[src/hw/rtl/sha_pkg.sv]
// Shared types, constants and round functions for the SHA-256 hash unit.
// No dependencies.
`timescale 1ns / 1ps
`default_nettype none
package sha_pkg;

   localparam int BlockBytes = 64;
   localparam int Rounds     = 64;

   typedef logic [31:0] word_type;

   // controller -> datapath commands
   typedef struct packed {
      logic       load_byte;   // write byte_in at fill pointer
      logic [7:0] byte_in;
      logic [5:0] addr;
      logic       init_hash;   // restore initial hash values
      logic       comp_start;  // load schedule and working vars
      logic       comp_round;  // run one round
      logic [5:0] round;
      logic       comp_fold;   // add working vars into hash
   } dp_cmd_type;

   typedef enum logic [6:0] {
      ST_IDLE  = 7'b0000001,
      ST_COMP  = 7'b0000010,
      ST_PAD   = 7'b0000100,
      ST_LEN   = 7'b0001000,
      ST_FOLD  = 7'b0010000,
      ST_OUT   = 7'b0100000,
      ST_START = 7'b1000000
   } state_type;

   localparam word_type InitHash [8] = '{
      32'h6a09e667, 32'hbb67ae85, 32'h3c6ef372, 32'ha54ff53a,
      32'h510e527f, 32'h9b05688c, 32'h1f83d9ab, 32'h5be0cd19};

   localparam word_type RoundConst [64] = '{
      32'h428a2f98,32'h71374491,32'hb5c0fbcf,32'he9b5dba5,32'h3956c25b,32'h59f111f1,
      32'h923f82a4,32'hab1c5ed5,32'hd807aa98,32'h12835b01,32'h243185be,32'h550c7dc3,
      32'h72be5d74,32'h80deb1fe,32'h9bdc06a7,32'hc19bf174,32'he49b69c1,32'hefbe4786,
      32'h0fc19dc6,32'h240ca1cc,32'h2de92c6f,32'h4a7484aa,32'h5cb0a9dc,32'h76f988da,
      32'h983e5152,32'ha831c66d,32'hb00327c8,32'hbf597fc7,32'hc6e00bf3,32'hd5a79147,
      32'h06ca6351,32'h14292967,32'h27b70a85,32'h2e1b2138,32'h4d2c6dfc,32'h53380d13,
      32'h650a7354,32'h766a0abb,32'h81c2c92e,32'h92722c85,32'ha2bfe8a1,32'ha81a664b,
      32'hc24b8b70,32'hc76c51a3,32'hd192e819,32'hd6990624,32'hf40e3585,32'h106aa070,
      32'h19a4c116,32'h1e376c08,32'h2748774c,32'h34b0bcb5,32'h391c0cb3,32'h4ed8aa4a,
      32'h5b9cca4f,32'h682e6ff3,32'h748f82ee,32'h78a5636f,32'h84c87814,32'h8cc70208,
      32'h90befffa,32'ha4506ceb,32'hbef9a3f7,32'hc67178f2};

   localparam logic [7:0] PadByte = 8'h80;
   localparam logic [6:0] LenPos  = 7'd56;

   function automatic word_type ror(input word_type v, input int n);
      ror = (v >> n) | (v << (32 - n));
   endfunction

endpackage
`default_nettype wire

[src/hw/rtl/sha256_hash_unit.sv]
// SHA-256 hash unit top level: controller plus datapath.
// Depends on sha_pkg, sha_control, sha_datapath.
`timescale 1ns / 1ps
`default_nettype none
// Takes one message byte per word; a word that fills the 64-byte block is
// hashed by the single compression round unit (one round per cycle, 64
// rounds) while input waits. The last word adds one-byte-per-cycle padding
// and one or two more compressions, then the digest leaves as eight 32-bit
// words, H0 first. No new input is taken until the digest has been fully
// read out.
module sha256_hash_unit import sha_pkg::*; (
   input  wire logic        clock,
   input  wire logic        reset,
   input  wire logic        req_valid,
   output logic             req_ready,
   input  wire logic [7:0]  req_data_byte,
   input  wire logic        req_byte_present,
   input  wire logic        req_last_byte,
   output logic             rsp_valid,
   input  wire logic        rsp_ready,
   output logic [31:0]      rsp_digest_word,
   output logic             rsp_word_last
);
   dp_cmd_type cmd;
   logic [2:0] out_idx;
   word_type   hash_out [8];

   sha_control u_ctrl (
      .clock, .reset, .req_valid, .req_ready, .req_data_byte, .req_byte_present,
      .req_last_byte, .rsp_valid, .rsp_ready, .out_idx, .cmd);

   sha_datapath u_dp (.clock, .cmd, .hash_out);

   assign rsp_digest_word = hash_out[out_idx];
   assign rsp_word_last   = (out_idx == 3'd7);
endmodule
`default_nettype wire

[src/hw/rtl/sha_datapath.sv]
// Datapath: block buffer, rolling schedule, working variables, hash state.
// Depends on sha_pkg.
`timescale 1ns / 1ps
`default_nettype none
module sha_datapath import sha_pkg::*; (
   input  wire logic       clock,
   input  wire dp_cmd_type cmd,
   output word_type        hash_out [8]
);
   // block held as 16 big-endian words, one byte lane written per load
   word_type   block_ff [BlockBytes/4];
   word_type   sched_ff [16];
   word_type   wv_ff [8];
   word_type   hash_ff [8];

   word_type   x15, x2, wcur, s0, s1, wnew, wv_sel, t1, t2;
   word_type   a, b, c, d, e, f, g, h;
   logic [3:0] i0;
   logic [1:0] lane;

   assign lane = ~cmd.addr[1:0];

   always_comb begin
      a = wv_ff[0]; b = wv_ff[1]; c = wv_ff[2]; d = wv_ff[3];
      e = wv_ff[4]; f = wv_ff[5]; g = wv_ff[6]; h = wv_ff[7];
      i0   = cmd.round[3:0];
      x15  = sched_ff[4'(i0 + 4'd1)];
      x2   = sched_ff[4'(i0 + 4'd14)];
      wcur = sched_ff[i0];
      s0   = ror(x15, 7) ^ ror(x15, 18) ^ (x15 >> 3);
      s1   = ror(x2, 17) ^ ror(x2, 19) ^ (x2 >> 10);
      wnew = wcur + s0 + sched_ff[4'(i0 + 4'd9)] + s1;
      wv_sel = (cmd.round < 6'd16) ? wcur : wnew;
      t1 = h + (ror(e, 6) ^ ror(e, 11) ^ ror(e, 25)) + ((e & f) ^ (~e & g))
           + RoundConst[cmd.round] + wv_sel;
      t2 = (ror(a, 2) ^ ror(a, 13) ^ ror(a, 22)) + ((a & b) ^ (a & c) ^ (b & c));
   end

   always_ff @(posedge clock) begin
      if (cmd.load_byte) block_ff[cmd.addr[5:2]][{lane, 3'b000} +: 8] <= cmd.byte_in;
   end

   always_ff @(posedge clock) begin
      if (cmd.comp_start) begin
         for (int k = 0; k < 16; k++) sched_ff[k] <= block_ff[k];
         for (int k = 0; k < 8; k++) wv_ff[k] <= hash_ff[k];
      end else if (cmd.comp_round) begin
         if (cmd.round >= 6'd16) sched_ff[i0] <= wnew;
         wv_ff[7] <= g; wv_ff[6] <= f; wv_ff[5] <= e; wv_ff[4] <= d + t1;
         wv_ff[3] <= c; wv_ff[2] <= b; wv_ff[1] <= a; wv_ff[0] <= t1 + t2;
      end
   end

   always_ff @(posedge clock) begin
      if (cmd.init_hash) begin
         for (int k = 0; k < 8; k++) hash_ff[k] <= InitHash[k];
      end else if (cmd.comp_fold) begin
         for (int k = 0; k < 8; k++) hash_ff[k] <= hash_ff[k] + wv_ff[k];
      end
   end

   assign hash_out = hash_ff;
endmodule
`default_nettype wire

[src/hw/rtl/sha_control.sv]
// Controller: handshakes, fill pointer, length counter, padding and rounds.
// Depends on sha_pkg.
`timescale 1ns / 1ps
`default_nettype none
module sha_control import sha_pkg::*; (
   input  wire logic       clock,
   input  wire logic       reset,
   input  wire logic       req_valid,
   output logic            req_ready,
   input  wire logic [7:0] req_data_byte,
   input  wire logic       req_byte_present,
   input  wire logic       req_last_byte,
   output logic            rsp_valid,
   input  wire logic       rsp_ready,
   output logic [2:0]      out_idx,
   output dp_cmd_type      cmd
);
   state_type   state_ff, state_in;
   logic [5:0]  fill_ff, fill_in;     // byte pointer within block
   logic [60:0] count_ff, count_in;
   logic [5:0]  round_ff, round_in;
   logic [2:0]  idx_ff, idx_in;
   logic        final_ff, final_in;   // after compression: pad/len/out
   logic        padnext_ff, padnext_in; // second block needed for length
   logic [63:0] bits;

   assign bits      = {count_ff, 3'b000};
   assign req_ready = (state_ff == ST_IDLE);
   assign rsp_valid = (state_ff == ST_OUT);
   assign out_idx   = idx_ff;

   always_comb begin
      state_in = state_ff; fill_in = fill_ff; count_in = count_ff;
      round_in = round_ff; idx_in = idx_ff; final_in = final_ff;
      padnext_in = padnext_ff;
      cmd = '0;
      cmd.addr = fill_ff;
      cmd.round = round_ff;
      unique case (state_ff)
         ST_IDLE: begin
            if (req_valid) begin
               if (req_byte_present) begin
                  cmd.load_byte = 1'b1;
                  cmd.byte_in = req_data_byte;
                  fill_in = fill_ff + 6'd1;
                  count_in = count_ff + 61'd1;
               end
               final_in = req_last_byte;
               if (req_byte_present && fill_ff == 6'd63) state_in = ST_START;
               else if (req_last_byte) state_in = ST_PAD;
            end
         end
         ST_PAD: begin
            // 0x80 marker after the message
            cmd.load_byte = 1'b1; cmd.byte_in = PadByte;
            fill_in = fill_ff + 6'd1;
            padnext_in = ({1'b0, fill_ff} >= LenPos);
            // marker in the last slot: block is already full
            if (fill_ff == 6'd63) state_in = ST_START;
            else state_in = ST_LEN;
         end
         ST_LEN: begin
            // zero fill, then length bytes, one byte a cycle
            cmd.load_byte = 1'b1;
            if (!padnext_ff && fill_ff >= LenPos[5:0])
               cmd.byte_in = bits[8*(6'd63 - fill_ff) +: 8];
            else
               cmd.byte_in = 8'h00;
            fill_in = fill_ff + 6'd1;
            if (fill_ff == 6'd63) state_in = ST_START;
         end
         ST_START: begin
            cmd.comp_start = 1'b1; round_in = '0; state_in = ST_COMP;
         end
         ST_COMP: begin
            cmd.comp_round = 1'b1;
            round_in = round_ff + 6'd1;
            if (round_ff == 6'(Rounds - 1)) state_in = ST_FOLD;
         end
         ST_FOLD: begin
            cmd.comp_fold = 1'b1;
            if (!final_ff) state_in = ST_IDLE;
            else if (padnext_ff) begin
               padnext_in = 1'b0; state_in = ST_LEN;
            end else begin
               idx_in = '0; state_in = ST_OUT;
            end
         end
         ST_OUT: begin
            if (rsp_ready) begin
               idx_in = idx_ff + 3'd1;
               if (idx_ff == 3'd7) begin
                  cmd.init_hash = 1'b1;
                  count_in = '0; fill_in = '0; final_in = 1'b0;
                  state_in = ST_IDLE;
               end
            end
         end
         default: state_in = ST_IDLE;
      endcase
      // hash state starts from the initial values
      if (reset) begin
         cmd = '0;
         cmd.init_hash = 1'b1;
      end
   end

   // full block on the last byte: still has to pad afterwards
   logic pad_after_ff, pad_after_in;
   always_comb begin
      pad_after_in = pad_after_ff;
      if (state_ff == ST_IDLE && req_valid)
         pad_after_in = req_byte_present && fill_ff == 6'd63 && req_last_byte;
      else if (state_ff == ST_FOLD) pad_after_in = 1'b0;
   end

   always_ff @(posedge clock) begin
      if (reset) begin
         state_ff <= ST_IDLE; fill_ff <= '0; count_ff <= '0; round_ff <= '0;
         idx_ff <= '0; final_ff <= 1'b0; padnext_ff <= 1'b0; pad_after_ff <= 1'b0;
      end else begin
         fill_ff <= fill_in; count_ff <= count_in; round_ff <= round_in;
         idx_ff <= idx_in; padnext_ff <= padnext_in; pad_after_ff <= pad_after_in;
         if (state_ff == ST_FOLD && pad_after_ff) begin
            state_ff <= ST_PAD; final_ff <= 1'b1;
         end else begin
            state_ff <= state_in; final_ff <= final_in;
         end
      end
   end
endmodule
`default_nettype wire

[config.mk]
export PLATFORM = sky130hd
export DESIGN_NAME = sha256_hash_unit
export DESIGN_NICKNAME = d
export VERILOG_FILES = /design/src/hw/rtl/sha_pkg.sv /design/src/hw/rtl/sha256_hash_unit.sv /design/src/hw/rtl/sha_datapath.sv /design/src/hw/rtl/sha_control.sv
export SDC_FILE = /design/constraint.sdc
export NUM_CORES = 2
export LEC_CHECK = 0
export BUFFER_PORTS_ARGS = -buffer_cell sky130_fd_sc_hd__buf_2
export CAP_MARGIN = 20
export CORE_UTILIZATION = 35
export CTS_BUF_LIST = sky130_fd_sc_hd__clkbuf_8
export CTS_CLUSTER_SIZE = 30
export DETAILED_ROUTE_END_ITERATION = 6
export HOLD_SLACK_MARGIN = 0.02
export PLACE_DENSITY = 0.5
export SYNTH_ARGS = -nofsm -noshare
export SYNTH_HDL_FRONTEND = slang
export SYNTH_HIERARCHICAL = 1
export SYNTH_SLANG_ARGS = --single-unit
[constraint.sdc]
create_clock -name clock -period 15.18 [get_ports clock]
set_clock_uncertainty 0.1 [all_clocks]
set_input_delay 0.759 -clock clock [delete_from_list [all_inputs] [get_ports clock]]
set_output_delay 0.759 -clock clock [all_outputs]
set_load 0.03 [all_outputs]
==> run metrics <==
Max Cap Violations=0; CP arrival=15.09 ns; # fillers=about 29000; Slew Viols, Final=0; Final Hold Viols=0; port bufs=between 40 and 50; Cell Pwr Density=78.61 nW/um^2; post-placement setup slack=roughly 0.56 ns; wire per inst=28.65 um; Die ar.=between 200000 and 300000 sq um; dpl cell area=approximately 110000 sq um; CTS Hold Bufs=4; post-DP HPWL=about 290000 um; status=complete, no violations; sequential element share of the synthesized area=around 44%; initial antenna violation count=19; number of global-route vias before repair=78440; Slew headroom=~17%; Syn Nets=10440; first-pass GRT wire length=approximately 570000 um; measured slew at the worst slew-check pin=approximately 1.2 ns; quantity of gates resized following cts=0; WL final=roughly 400000 um; period utilisation layout=a little over nine tenths; maximum fanout along the worst path=45; total CTS buffers=about 310; most common cell after layout, fill and taps aside=nand2_1; register area=45290 sq um; Leak=42.83 nW; setup TNS=0 ns; I/O Pins=a little under 50; Die Y=~540 um; CP max-delay cell=o21ai_0; PnR worst setup slack=about 0.80 ns; post-layout util=about two fifths; Setup CP Type=flip-flop to flip-flop; worst hold slack=0.1425 ns; Ys Warns=6; Worst path max stage delay=0.78 ns; CP endpoint kind=flip-flop; placed cell count=about 13000; Syn Inst Count=9828; footprint of the multi-input gates=about 54000 sq um; EDFF count, synth=around 1300; ys flop type=edfxtp_1; pin count of the biggest net entering global routing=between 100 and 150; setup bufs post-CTS=0; layout cell share with drive strength beyond 1=a little over an eighth; RSZ-0062 raised after global routing=false; total iterations of the first detailed-routing run=6; maximum VDD drop=between 70 and 80 uV; most frequent cells in the layout=nand2_1 (1561), edfxtp_1 (1280), o21ai_0 (723); Yosys cell types=approximately 100; clock-pin transition on the worst setup and hold timing paths=approximately 0.06 ns; Vias=around 81000; Synth Register Bits=1622; CORE AREA=~300000 sq um; DR vias/cell=5.762; Tot Pwr=8.950 mW; fmax=roughly 70 MHz; fin crit period=around 14 ns; Syn Std Cell Area=between 100000 and 150000 sq um; Hold Path Class=input port to flip-flop; global route overflow=0; Root Buffer=clkbuf_8; Post-Syn Area per Cell=about 10 sq um; Clock Latency Late Sink=between 1 and 1.5 ns; ranking of synthesized cells by area=edfxtp_1 (37%), mux4_2 (7.3%), dfxtp_1 (6.7%); Final setup viols=0; CTS tree=yes; gp weighted congestion=0.9923; Post-Layout Cell Count=14020; Final Cell Area=approximately 110000 sq um; Final nets=about 10000; # rows=198; Starting Density=roughly a third; fraction of registers with async set/reset=0%; GRT Total Usage=26.58%; Clock Path Buffers=4; top cell type's share of synthesized area=between 30% and 40%; Die W=between 500 and 600 um; # DRC=0; Yosys top cell by area=edfxtp_1; Num Clock Sinks=1622; Initial DRC Count=about 8000; Layout area overhead=10.87%; WP data required=between 15 and 20 ns; post-route ant nets=0; Worst Setup Start Kind=flip-flop; # H-tree levels=5
cell type report:
| type | instances | area share [%] |
|---|---|---|
| multi-input cells | 7123 | 47.01 |
| flip-flops and latches | 1622 | 39.78 |
| inverters | 483 | 1.603 |
| clock buffers | 326 | 3.941 |
| diodes | 11 | 0.02418 |
| clock inverters | 224 | 1.092 |
| repair buffers | 332 | 2.266 |
| well taps | 3900 | 4.286 |
worst max-delay path, delay by kind of cell, from the launching register on:
family	cells	cell delay, ns
adders and majority gates	10	4.13
xor gates and xnor gates	4	1.04
and+or+nand+nor	7	1.33
buffers and inverters	10	1.68
DFF	1	0.52
muxes	2	1.22
AOI/OAI and AO/OA	18	3.98
power breakdown:
part | total (mW) | internal [mW] | switching (mW)
combinational | 0.0750 | 0.0158 | 0.0592
clock | 4.14 | 2.11 | 2.03
sequential | 4.74 | 4.73 | 0.00185
Yosys cell counts, types with 37 or more instances:
library cell	count
xor2_1	206
o22ai_1	39
clkbuf_1	434
o21a_1	57
o31ai_1	57
buf_2	53
a21oi_1	510
nor2b_1	65
o21ai_0	724
a211oi_1	83
dfxtp_1	342
inv_1	480
o21bai_1	48
nand2b_1	79
and3_1	46
a31oi_1	55
nor3_1	106
nand3_1	129
nand2_1	1577
nand4_1	37
o211ai_1	51
a21o_1	190
ha_1	406
xnor2_1	360
o21ai_1	155
edfxtp_1	1280
buf_1	94
mux2_2	180
mux2i_1	336
nor2_1	579
mux4_2	332
or3_1	56
fa_1	195
and2_1	56
final timing paths:
check	from	endpoint	slack, ns	cells after the start
setup reg to reg	u_ctrl/round_ff[0]	u_dp/wv_ff[0][31]	0.80	51
hold reg to reg	u_dp/block_ff[3][29]	u_dp/sched_ff[3][29]	0.35	1
hold / removal	req_byte_present	u_ctrl/state_ff[2]	0.14	4
setup / recovery	u_ctrl/round_ff[0]	u_dp/wv_ff[0][31]	0.80	51
per-layer routing:
layer,global-route usage (%),up-vias,wire length [um]
met4,14.42,8,24480
met2,43.28,3608,185700
met5,0,-,296
met3,3.700,900,26650
met1,34.12,40480,164500
li1,-,35790,-
flip-flops by register name, indices dropped and copies added (netlist names):
signal               cells
u_ctrl/count_ff         61
u_ctrl/padnext_ff        1
u_dp/sched_ff          512
u_ctrl/final_ff          1
u_ctrl/pad_after_ff      1
u_ctrl/fill_ff           6
u_ctrl/round_ff          6
u_dp/hash_out          256
u_ctrl/state_ff          7
u_ctrl/out_idx           3
u_dp/wv_ff             256
u_dp/block_ff          512
logic make-up (layout without fill, tap and decap cells):
| logic type | Yosys count | count (layout) | synth area share [%] |
|---|---|---|---|
| buffers and inverters | 1083 | 1365 | 4.140 |
| adders and majority gates | 606 | 606 | 8.797 |
| DFF | 1622 | 1622 | 44.10 |
| xor gates and xnor gates | 575 | 575 | 4.999 |
| and+or+nand+nor | 2838 | 2838 | 11.91 |
| other | 0 | 11 | 0 |
| AOI/OAI and AO/OA | 2238 | 2238 | 13.21 |
| muxes | 866 | 866 | 12.84 |
Power figures use the tool's default switching activity.
